===== src/dwc_pkg.sv =====
// ----------------------------------------------------------------------------
// dwc_pkg
// shared types and codes for the double-ended queue with key search
// ----------------------------------------------------------------------------
`default_nettype none

package dwc_pkg;

   localparam int WORD_W   = 32;
   localparam int FUNC_W   = 3;
   localparam int STATUS_W = 2;
   localparam int COUNT_W  = 5;

   localparam logic [FUNC_W-1:0] OP_PUSH_FRONT = 3'd0;
   localparam logic [FUNC_W-1:0] OP_PUSH_BACK  = 3'd1;
   localparam logic [FUNC_W-1:0] OP_POP_FRONT  = 3'd2;
   localparam logic [FUNC_W-1:0] OP_POP_BACK   = 3'd3;
   localparam logic [FUNC_W-1:0] OP_COUNT      = 3'd4;
   localparam logic [FUNC_W-1:0] OP_SEARCH     = 3'd5;

   localparam logic [STATUS_W-1:0] ST_OK    = 2'd0;
   localparam logic [STATUS_W-1:0] ST_EMPTY = 2'd1;
   localparam logic [STATUS_W-1:0] ST_FULL  = 2'd2;

   typedef logic [WORD_W-1:0] word_type;

   // broadcast shift control for the row of cells
   typedef struct packed {
      logic shift_up;
      logic shift_down;
   } shift_ctl_type;

endpackage

`default_nettype wire


===== src/deque_with_search.sv =====
// ----------------------------------------------------------------------------
// deque_with_search
// bounded double-ended queue of 32-bit words held in a row of cells, front
// entry in cell 0; search rotates the whole row once past cell 0
//
//   channel  ports                              handshake
//   request  req_func, req_value                start high and busy low
//   response rsp_status, rsp_found, rsp_count   rsp_valid, one cycle, no stall
//
// push, pop and count: result beat on the following cycle
// search: one cell compared per cycle as the row rotates
// busy is high during the rotation; start is ignored while busy
// reset is synchronous and clears the entry count; cell contents are kept
// ----------------------------------------------------------------------------
`default_nettype none

module deque_with_search #(
   parameter int DEPTH = 16
) (
   input  wire logic                                  clock,
   input  wire logic                                  reset,
   input  wire logic                                  start,
   output logic                                       busy,
   input  wire logic [dwc_pkg::FUNC_W-1:0]            req_func,
   input  wire logic signed [dwc_pkg::WORD_W-1:0]     req_value,
   output logic                                       rsp_valid,
   output logic [dwc_pkg::STATUS_W-1:0]               rsp_status,
   output logic                                       rsp_found,
   output logic [dwc_pkg::COUNT_W-1:0]                rsp_count
);
   import dwc_pkg::*;

   localparam int CNT_W = $clog2(DEPTH + 1);
   localparam int IDX_W = (DEPTH > 1) ? $clog2(DEPTH) : 1;

   typedef enum logic [0:0] {
      S_IDLE,
      S_SCAN
   } state_type;

   state_type               state_ff, state_in;
   logic [CNT_W-1:0]        cnt_ff, cnt_in;
   logic [IDX_W-1:0]        step_ff, step_in;
   logic                    found_ff, found_in;
   word_type                key_ff, key_in;
   logic                    rsp_valid_ff, rsp_valid_in;
   logic [STATUS_W-1:0]     rsp_status_ff, rsp_status_in;
   logic                    rsp_found_ff, rsp_found_in;
   logic [COUNT_W-1:0]      rsp_count_ff, rsp_count_in;

   shift_ctl_type           ctl;
   logic [DEPTH-1:0]        load;
   word_type                cell_q [DEPTH];
   word_type                value_bits;
   logic                    accept;
   logic                    is_full;
   logic                    is_empty;
   logic                    scan_last;
   logic                    hit;
   logic [COUNT_W+CNT_W-1:0] cnt_wide;

   assign value_bits = word_type'($unsigned(req_value));
   assign accept     = start && (state_ff == S_IDLE);
   assign is_full    = (cnt_ff == CNT_W'(DEPTH));
   assign is_empty   = (cnt_ff == '0);
   assign scan_last  = (state_ff == S_SCAN) && (step_ff == IDX_W'(DEPTH - 1));
   assign hit        = (CNT_W'(step_ff) < cnt_ff) && (cell_q[0] == key_ff);

   // row of cells, ring-connected for rotation
   for (genvar i = 0; i < DEPTH; i++) begin : g_cell
      dwc_cell u_cell (
         .clock    (clock),
         .ctl      (ctl),
         .load     (load[i]),
         .value_in (value_bits),
         .left_in  ((i == 0) ? value_bits : cell_q[(i + DEPTH - 1) % DEPTH]),
         .right_in (cell_q[(i + 1) % DEPTH]),
         .q        (cell_q[i])
      );
   end

   always_comb begin
      state_in      = state_ff;
      cnt_in        = cnt_ff;
      step_in       = step_ff;
      found_in      = found_ff;
      key_in        = key_ff;
      rsp_valid_in  = 1'b0;
      rsp_status_in = rsp_status_ff;
      rsp_found_in  = rsp_found_ff;
      ctl           = '0;
      load          = '0;
      unique case (state_ff)
         S_IDLE: begin
            if (accept) begin
               rsp_valid_in  = 1'b1;
               rsp_status_in = ST_OK;
               rsp_found_in  = 1'b0;
               unique case (req_func)
                  OP_PUSH_FRONT: begin
                     if (is_full) begin
                        rsp_status_in = ST_FULL;
                     end else begin
                        ctl.shift_up = 1'b1;
                        cnt_in       = cnt_ff + CNT_W'(1);
                     end
                  end
                  OP_PUSH_BACK: begin
                     if (is_full) begin
                        rsp_status_in = ST_FULL;
                     end else begin
                        for (int i = 0; i < DEPTH; i++) begin
                           load[i] = (cnt_ff[IDX_W-1:0] == IDX_W'(i));
                        end
                        cnt_in = cnt_ff + CNT_W'(1);
                     end
                  end
                  OP_POP_FRONT: begin
                     if (is_empty) begin
                        rsp_status_in = ST_EMPTY;
                     end else begin
                        ctl.shift_down = 1'b1;
                        cnt_in         = cnt_ff - CNT_W'(1);
                     end
                  end
                  OP_POP_BACK: begin
                     if (is_empty) begin
                        rsp_status_in = ST_EMPTY;
                     end else begin
                        cnt_in = cnt_ff - CNT_W'(1);
                     end
                  end
                  OP_SEARCH: begin
                     rsp_valid_in = 1'b0;
                     key_in       = value_bits;
                     found_in     = 1'b0;
                     step_in      = '0;
                     state_in     = S_SCAN;
                  end
                  default: begin
                  end
               endcase
            end
         end
         S_SCAN: begin
            ctl.shift_down = 1'b1;
            found_in       = found_ff | hit;
            step_in        = step_ff + IDX_W'(1);
            if (scan_last) begin
               state_in      = S_IDLE;
               rsp_valid_in  = 1'b1;
               rsp_status_in = ST_OK;
               rsp_found_in  = found_ff | hit;
            end
         end
         default: begin
            state_in = S_IDLE;
         end
      endcase
   end

   assign cnt_wide     = {{COUNT_W{1'b0}}, cnt_in};
   assign rsp_count_in = cnt_wide[COUNT_W-1:0];

   always_ff @(posedge clock) begin
      if (reset) begin
         state_ff     <= S_IDLE;
         cnt_ff       <= '0;
         rsp_valid_ff <= 1'b0;
      end else begin
         state_ff     <= state_in;
         cnt_ff       <= cnt_in;
         rsp_valid_ff <= rsp_valid_in;
      end
      step_ff       <= step_in;
      found_ff      <= found_in;
      key_ff        <= key_in;
      rsp_status_ff <= rsp_status_in;
      rsp_found_ff  <= rsp_found_in;
      rsp_count_ff  <= rsp_count_in;
   end

   assign busy       = (state_ff == S_SCAN);
   assign rsp_valid  = rsp_valid_ff;
   assign rsp_status = rsp_status_ff;
   assign rsp_found  = rsp_found_ff;
   assign rsp_count  = rsp_count_ff;

   a_count_bound: assert property (@(posedge clock) disable iff (reset)
      cnt_ff <= CNT_W'(DEPTH))
      else $error("entry count above depth");

   a_beat_source: assert property (@(posedge clock) disable iff (reset)
      $rose(rsp_valid_ff) |-> $past(accept) || $past(scan_last))
      else $error("response beat without a request or scan end");

   a_scan_keeps_count: assert property (@(posedge clock) disable iff (reset)
      (state_ff == S_SCAN) |=> $stable(cnt_ff))
      else $error("entry count changed during search");

   a_full_only_at_depth: assert property (@(posedge clock) disable iff (reset)
      accept && is_full && (req_func == OP_PUSH_BACK || req_func == OP_PUSH_FRONT)
      |=> rsp_valid_ff && (rsp_status_ff == ST_FULL))
      else $error("push into full queue not flagged");

endmodule

`default_nettype wire


===== src/dwc_cell.sv =====
// ----------------------------------------------------------------------------
// dwc_cell
// one word of the queue row; loads, takes a neighbour's word or holds
// ----------------------------------------------------------------------------
`default_nettype none

module dwc_cell (
   input  wire logic                  clock,
   input  wire dwc_pkg::shift_ctl_type ctl,
   input  wire logic                  load,
   input  wire dwc_pkg::word_type     value_in,
   input  wire dwc_pkg::word_type     left_in,
   input  wire dwc_pkg::word_type     right_in,
   output dwc_pkg::word_type          q
);
   import dwc_pkg::*;

   word_type data_ff;
   word_type data_in;

   always_comb begin
      priority if (load) begin
         data_in = value_in;
      end else if (ctl.shift_up) begin
         data_in = left_in;
      end else if (ctl.shift_down) begin
         data_in = right_in;
      end else begin
         data_in = data_ff;
      end
   end

   always_ff @(posedge clock) begin
      data_ff <= data_in;
   end

   assign q = data_ff;

endmodule

`default_nettype wire

===== config.mk =====
export PLATFORM = sky130hd
export DESIGN_NAME = deque_with_search
export DESIGN_NICKNAME = d
export VERILOG_FILES = /design/src/dwc_pkg.sv /design/src/deque_with_search.sv /design/src/dwc_cell.sv
export SDC_FILE = /design/constraint.sdc
export NUM_CORES = 1
export LEC_CHECK = 0
export ABC_AREA = 1
export BUFFER_PORTS_ARGS = -buffer_cell sky130_fd_sc_hd__buf_2
export CAP_MARGIN = 40
export CORE_ASPECT_RATIO = 0.7
export CORE_MARGIN = 1
export CORE_UTILIZATION = 57
export DETAILED_ROUTE_END_ITERATION = 10
export PLACE_DENSITY_LB_ADDON = 0.1
export SYNTH_ARGS = -nofsm -noshare
export SYNTH_HDL_FRONTEND = slang
export SYNTH_HIERARCHICAL = 1
export SYNTH_SLANG_ARGS = --single-unit
export TNS_END_PERCENT = 5

===== constraint.sdc =====
create_clock -name clock -period 3.7 [get_ports clock]
set_input_delay 0.185 -clock clock [delete_from_list [all_inputs] [get_ports clock]]
set_output_delay 0.185 -clock clock [all_outputs]
set_load 0.02 [all_outputs]

== Word level (Yosys, flattened, before mapping) ==
Index checks and enable logic that the tools add are counted.
Word-level totals
  memories: 0
  bits in latches: 0
  memory bits (read-only): 0
  output and inout bits: 10
  input port bits: 38
  bits in writable memories: 0
  logic and storage cells: 170
  bits in registers: 564
Cells by class
  div/mod/pow operators: 0
  reductions and logical operators: 27
  shifts and indexed selects: 0
  eq/ne operators: 25
  $add $sub $neg: 3
  $mul: 0
  magnitude comparators: 1
  bitwise gates (word level): 2
  mux-type cells: 87
Operator list (number)
  $mux W32: 48
  $mux W16: 4
  $reduce_bool A3 Y1: 16
  $eq A4 B4 Y1 const B: 9
  $eq A32 B32 Y1: 1
  $mux W5: 4
  $eq A4 B3 Y1 const B: 4
  $mux W1: 16
  $pmux W1 S2: 5
  $pmux W5 S2: 1
  $eq A4 B2 Y1 const B: 2
  $mux W2: 4
  $mux W4: 2
  $pmux W2 S2: 2
  $pmux W4 S2: 1
  $eq A3 B2 Y1 const B: 2
  $add A5 B1 Y5 const B: 1
  $eq A5 B5 Y1 const B: 1
  $logic_not A5 Y1: 1
  $lt A4 B5 Y1: 1
  $sub A5 B1 Y5 const B: 1
  $add A4 B1 Y4 const B: 1
  $eq A4 B1 Y1 const B: 1
  $logic_not A4 Y1: 1
  other kinds (11): 16

== Longest topological paths before layout ==
Gate-level depths: netlist of the first run.
  word-level depth: 8
  mapped depth: 11
  gate-level depth less buffers: 9

== Modules after synthesis ==
The synthesis of the first run kept the hierarchy.
By module, submodules not included
  dwc_cell: area an instance 1974.4 um^2, sequential area each 960.9 um^2, times used 16, cells each 274
  deque_with_search: area an instance 2751.4 um^2, sequential area each 1441.4 um^2, times used 1, cells each 295

== Least setup slack after synthesis of the first run ==
OpenSTA, ideal clock, no wires.
  kind: register to register
  start point: register cnt_ff[0]
  end point: register g_cell[0].u_cell.data_ff[0], enable pin
  slack: 0.152 ns
  buffers on the path: 2
  clock period less this slack: 3.548 ns
  data arrival time: 3.158 ns
  cell stages (with the launch flop): 10
  setup time: 0.389 ns
  data required time: 3.311 ns
  cell sequence: dfxtp_1 inv_1 ha_1 nand3_2 nand2_2 nor2_1 buf_6 buf_4 nor2_1 nand2_1
RTL lines
  start, declared: line deque_with_search.sv:42  | logic [CNT_W-1:0] cnt_ff, cnt_in;
  start signal, assigned: line deque_with_search.sv:172  | cnt_ff <= cnt_in;
  end signal, assigned: line dwc_cell.sv:34  | data_ff <= data_in;
  end, declared: line dwc_cell.sv:18  | word_type data_ff;

==> impl_results.md, run 1 <==
* Outcome: finished clean
* Crit-path max FO at 32
* Hold WC Path Type: in -> reg
* WP data required at 4200 ps
* Port bufs at 47
* Number of global-route vias before repair at 27,300
* Minimum setup slack after placement at 606 ps
* YS warnings at 6
* Die Ht at 207 um
* Post-CTS Setup Bufs at 0
* Area after DPL at 34,500 um^2
* Final Cell Area at 36,400 um^2
* Hold_buf cts at 5
* Worst-path clk slew at 70 ps
* Max-cap violations at 0
* CTS tree: done
* Crit path DAT at 3680 ps
* Clock sinks at 564
* # IOs at 48
* Final WS setup at 516 ps
* Seq/Total Area, Yosys at 49.0%
* CTS H-Tree Depth at 2
* Count of final max-slew check failures at 0
* RSZ-0062 raised after global routing: false
* WS Path Type: reg -> reg
* PwrDens at 418 nW/um^2
* Setup Total Neg Slack at 0 ps
* Syn nets at 4,726
* Register area at 16,800 um^2
* Routed Antenna Nets at 0
* Gpl congestion at 0.951
* CTS Root Cell: clkbuf_16
* Die X at 295 um
* Number of synthesized flops with an enable pin at 552
* Post-DR vias/cell at 5.30
* Ant. Diodes at 0
* Iter 0 DRT Violations at 3,411
* Post_cts resized at 0
* Post-DR wirelength/cell at 19.7 um
* Syn_area_per_cell at 7.34 um^2
* First-pass GRT wire length at 162,000 um
* Final hold violations at 0
* Count leader, synth: nand2_1
* Crit end category: flop
* Max Buffers Root-to-Sink at 3
* Fin util at 61.9%
* Clock Skew at 13.2 ps
* Max IR drop VDD at 0.351 mV
* Total global routing overflow at 0
* DRC violations left at 0
* Peak Freq at 0.314 GHz
* Worst-Skew Late Latency at 630 ps
* Top cells by area, synth: edfxtp_1, nand2_1, inv_1, nand3_1, buf_4
* Yosys top cell area share at 48.3%
* Share of layout cells above drive strength 1 at 5.72%
* Post-Syn Instances at 4,679
* Startpoint Class: flop
* Fraction of registers with async set or reset after synthesis at 0%
* Core area at 58,900 um^2
* Worst slew slack as a fraction of its limit at 40.5%
* Post-DP HPWL at 71,300 um
* Initial antenna violation count at 2
* Synthesized area at 34,300 um^2
* Initial Util at 58.3%
* Total Wirelength at 108,000 um
* Static leakage at 19.3 nW
* # setup viols final at 0
* Top FF cell, synth: edfxtp_1
* Net count, final at 4,680
* Area occupied by multi-input gates at 11,500 um^2
* Final period util at 86.1%
* Cell taking the most area after synthesis: edfxtp_1
* Total track usage at 35.2%
* Vias at 29,100
* Row count at 74
* #FFs+latches synth at 564
* DR pass1 iterations at 6
* Worst slew pin tran at 891 ps
* Most frequent cells after synthesis: nand2_1, inv_1, edfxtp_1
* Distinct cells, synth at 30
* Fillcell total at 5,601
* Largest net degree at the start of global routing at 41
* Min Tclk post-route at 3180 ps
* Die area at 61,300 um^2
* Area Overhead vs Synth at 6.09%
* CTS Buf Count at 58
==> logic make-up after synthesis <==
| kind of cell | Yosys count | share of synthesized area, % |
|---|---|---|
| AOI/OAI and AO/OA | 20 | 0.332 |
| DFF | 564 | 49.0 |
| and+or+nand+nor | 2730 | 32.1 |
| xor gates and xnor gates | 26 | 0.663 |
| adders and majority gates | 9 | 0.328 |
| buffers and inverters | 1330 | 17.6 |
==> routing by layer <==
layer / global-route usage [%] / part of all wire (%) / vias to the layer above
met1: 50.3 / 41 / 13500
met4: 10.8 / 3.1 / 2
li1: - / - / 13800
met2: 52.0 / 43 / 1479
met3: 9.83 / 13 / 223
met5: 0 / 0.019 / -
==> cell usage in the layout, fill, tap and decap left out, types with 2 or more instances in the layout <==
cell type and count:
a21oi_2 2, edfxtp_1 552, nor2_8 2, dlygate4sd3_1 5, inv_2 5, nor2_2 16, buf_4 55, clkbuf_16 61
nand2_1 2139, nand3_1 517, o22ai_1 2, nor2_4 3, clkinv_1 20, o21ai_2 2, inv_4 32, nand4_1 3
clkbuf_1 10, buf_12 13, ha_1 9, xor2_1 3, a21oi_1 9, o21ai_1 3, o21ai_0 2, clkinv_2 11
nand3_2 3, nor2_1 34, xnor2_1 23, inv_1 1066, nand2_2 3, bufinv_16 6, nand2_4 2, nor3_1 5
dfxtp_1 12, buf_2 47
==> power by group <==
group / total (mW) / switching [mW] / leakage, nW / internal (mW)
Sequential: 7.68 / 0.245 / 5.16 / 7.43
Combinational: 1.51 / 1.09 / 13.2 / 0.419
Clock: 6.04 / 2.64 / 0.923 / 3.40
==> final cells by class <==
type	instances	share of cell area, %
clock buffers	71	4.29
clock inverters	38	0.872
inverters	1103	11.6
multi-input cells	2785	31.6
flip-flops and latches	564	46.2
well taps	798	2.74
repair buffers	121	2.71
==> critical path, stage by stage, from the launching register on <==
cell	delay, ps
dfxtp_1	470
inv_1	160
ha_1	300
nand3_2	190
nand2_2	120
nor2_4	690
buf_4	490
inv_4	240
nand2_1	180
nand3_1	100
nand2_1	70
==> worst paths after layout <==
kind	from	endpoint	slack (ps)	cells after the start
max	cnt_ff[0]	g_cell[8].u_cell/q[31]	520	10
min	req_value[3]	key_ff[3]	120	1
max reg2reg	cnt_ff[0]	g_cell[8].u_cell/q[31]	520	10
min reg2reg	cnt_ff[1]	cnt_ff[1]	600	2
==> sequential cells by signal, indices dropped and copies added, names as in the netlist <==
signal and cells:
busy 1, g_cell.u_cell/q 512, found_ff 1, step_ff 4, rsp_found 1, cnt_ff 5, rsp_count 5, rsp_status 2
key_ff 32, rsp_valid 1
==> metrics by stage <==
| step | total power, mW | cells | hold WS, ps |
|---|---|---|---|
| floorplan | 8.63 | 4679 | 247 |
| global placement | 9.24 | 5365 | 472 |
| detailed placement | 9.27 | 5366 | 480 |
| CTS | 15.2 | 5480 | 82.7 |
| global route | 15.7 | 5480 | 91.3 |
| finish | 15.2 | 5480 | 117 |
Note: power is estimated with default switching activity, not from simulation.
==> run 2, diff against run 1 <==
Clock period 3.7 ns to 2.7 ns, I/O delays scaled along.
==> run 2 against run 1 <==
  * Non-clock buffer count increased by 49
  * Setup slack got worse by 360 ps
  * Sequential power increased by 37%
  * Die area unchanged
  * Clock skew increased by 14 ps
  * Cell count increased by 0.88%
  * Via count increased by 1.9%
  * Critical path depth increased by 2
  * Design area increased by 1.8%
  * Clock-buffer cell count increased by 13
  * Sequential share of layout area decreased by 0.81 points
==> impl_results.md, run 2 (same netlist as run 1, synthesis figures left out) <==
* Core area at 58,900 um^2 (unchanged)
* Peak Freq at 0.392 GHz (+25%)
* Crit path DAT at 2910 ps (-770 ps)
* Max-cap violations at 0 (unchanged)
* Share of layout cells above drive strength 1 at 7.11% (+1.4 points)
* Routed Antenna Nets at 0 (unchanged)
* Post-DR wirelength/cell at 20.0 um (+1.5%)
* Static leakage at 19.6 nW (+1.5%)
* Most frequent cells in the layout: nand2_1, inv_1, edfxtp_1
* Cell-internal power at 15.8 mW (+40%)
* Total track usage at 36.1% (+0.84 points)
* Die area at 61,300 um^2 (unchanged)
* Die Ht at 207 um (unchanged)
* Max Buffers Root-to-Sink at 3 (unchanged)
* DRC violations left at 0 (unchanged)
* Final hold violations at 0 (unchanged)
* WS Path Type: reg -> reg
* Crit-path max FO at 32 (unchanged)
* Total Wirelength at 110,000 um (+2.4%)
* Vias at 29,600 (+1.9%)
* Post-DP HPWL at 73,300 um (+2.8%)
* Worst slew slack as a fraction of its limit at 48.7% (+8.2 points)
* Crit end category: flop
* Setup Total Neg Slack at 0 ps (unchanged)
* Clk network pwr share at 40.2% (+0.5 points)
* Row count at 74 (unchanged)
* Die X at 295 um (unchanged)
* Count of final max-slew check failures at 0 (unchanged)
* Sequence of cells on the critical path: inv_1, ha_1, nand3_2, nand2_2, nor2_4, buf_4, buf_12, buf_4, inv_4, nand2_1, nand3_1, nand2_1
* Final period util at 94.4% (+8.4 points)
* Clock Skew at 27.6 ps (+14.3 ps)
* Worst-Skew Late Latency at 630 ps (about the same)
* Area Overhead vs Synth at 7.99%
* CTS Root Cell: clkbuf_16
* CTS H-Tree Depth at 2 (unchanged)
* Max reg flops at 512 (unchanged)
* Post-DR vias/cell at 5.36 (+1.0%)
* Number of global-route vias before repair at 27,900 (+2.1%)
* Crit. Startpoint: cnt_ff[1]
* Largest net degree at the start of global routing at 70 (+71%)
* Outcome: finished clean
* WP data required at 3060 ps (-1140 ps)
* Max IR drop VDD at 0.392 mV (+12%)
* Worst-path clk slew at 70 ps (about the same)
* Port bufs at 47 (unchanged)
* Reg power frac at 49.5% (-0.9 points)
* Iter 0 DRT Violations at 3,793 (+11%)
* P_sw at 5.46 mW (+37%)
* Startpoint Class: flop
* Worst slew pin tran at 770 ps (-121 ps)
* Fin util at 63.0% (+1.1 points)
* Hold WS at 69.4 ps (-47.7 ps)
* Initial Util at 58.3% (unchanged)
* Min Tclk post-route at 2550 ps (-635 ps)
* CTS tree: done
* Net Sw Frac at 25.7% (-0.37 points)
* Critical-path top delay cell: dfxtp_1
* Hold wc startpoint: req_value[2]
* Clock sinks at 564 (unchanged)
* First-pass GRT wire length at 166,000 um (+2.2%)
* Net count, final at 4,729 (+1.0%)
* CTS Buf Count at 58 (unchanged)
* RSZ-0062 raised after global routing: false
* Commonest non-fill, non-tap cell in the layout: nand2_1
* CP max stage delay at 360 ps (-330 ps)
* # IOs at 48 (unchanged)
* Initial antenna violation count at 1 (-1)
* Gpl congestion at 0.953 (+0.20%)
* DR pass1 iterations at 8 (+2)
* # setup viols final at 0 (unchanged)
* Reg2reg start: cnt_ff[1]
* Total global routing overflow at 0 (unchanged)
* PwrDens at 572 nW/um^2 (+37%)
* Hold WC Path Type: in -> reg
* Power share of the combinational group at 10.3% (+0.4 points)
==> run 2: per-layer routing <==
metal	vias up	wire length [um]	global-route usage (%)
met5	-	0	0
met2	1605	47200	52.8
li1	14000	-	-
met1	13800	45600	51.9
met4	0	3580	11.5
met3	226	14100	9.61
==> run 2: worst max-delay path: cells and delay by family (launching register included) <==
family,cells,cell delay (ps)
adders and majority gates,1,280
DFF,1,360
buffers and inverters,5,980
and+or+nand+nor,6,650
==> run 2: stage by stage <==
step / power (mW) / cells / setup slack, ps / instance area [um^2]
after global placement: 12.8 / 5412 / 252 / 35100
after floorplan: 11.8 / 4679 / 88.8 / 34400
after CTS: 21.2 / 5524 / 108 / 37100
final: 21.2 / 5528 / 151 / 37100
after detailed placement: 12.8 / 5412 / 158 / 35100
after global routing: 21.8 / 5527 / 16.3 / 37100
==> run 2: power by group through the flow <==
stage	Combinational (mW)	Clock, mW	Sequential (mW)
2_1_floorplan	1.30	0	10.5
3_3_place_gp	2.09	0	10.7
3_5_place_dp	2.13	0	10.7
4_1_cts	2.14	8.55	10.5
5_1_grt	2.41	8.85	10.5
6_report	2.19	8.52	10.5
==> run 2: worst paths after layout <==
check / end / slack [ps] / cells past startpoint
worst max-delay path: g_cell[1].u_cell/q[16] / 150 / 12
worst min-delay path: key_ff[2] / 70 / 1
worst max register to register: g_cell[1].u_cell/q[16] / 150 / 12
worst min register to register: cnt_ff[1] / 610 / 2
==> run 2: cell type report <==
class	instances	area, um^2
Sequential cell	564	16800
Antenna cell	1	2.50
Timing Repair Buffer	170	1520
Multi-Input combinational cell	2785	11600
Clock buffer	84	1660
Tap cell	798	998
Fill cell	5522	21800
Clock inverter	23	290
Inverter	1103	4220
==> run 2: timing repair <==
item	4_1_cts	5_1_grt
setup buffers	0	3
gates resized for setup	0	0
setup endpoints to repair	0	10
hold buffers	5	0
endpoints found under the hold margin	9	0
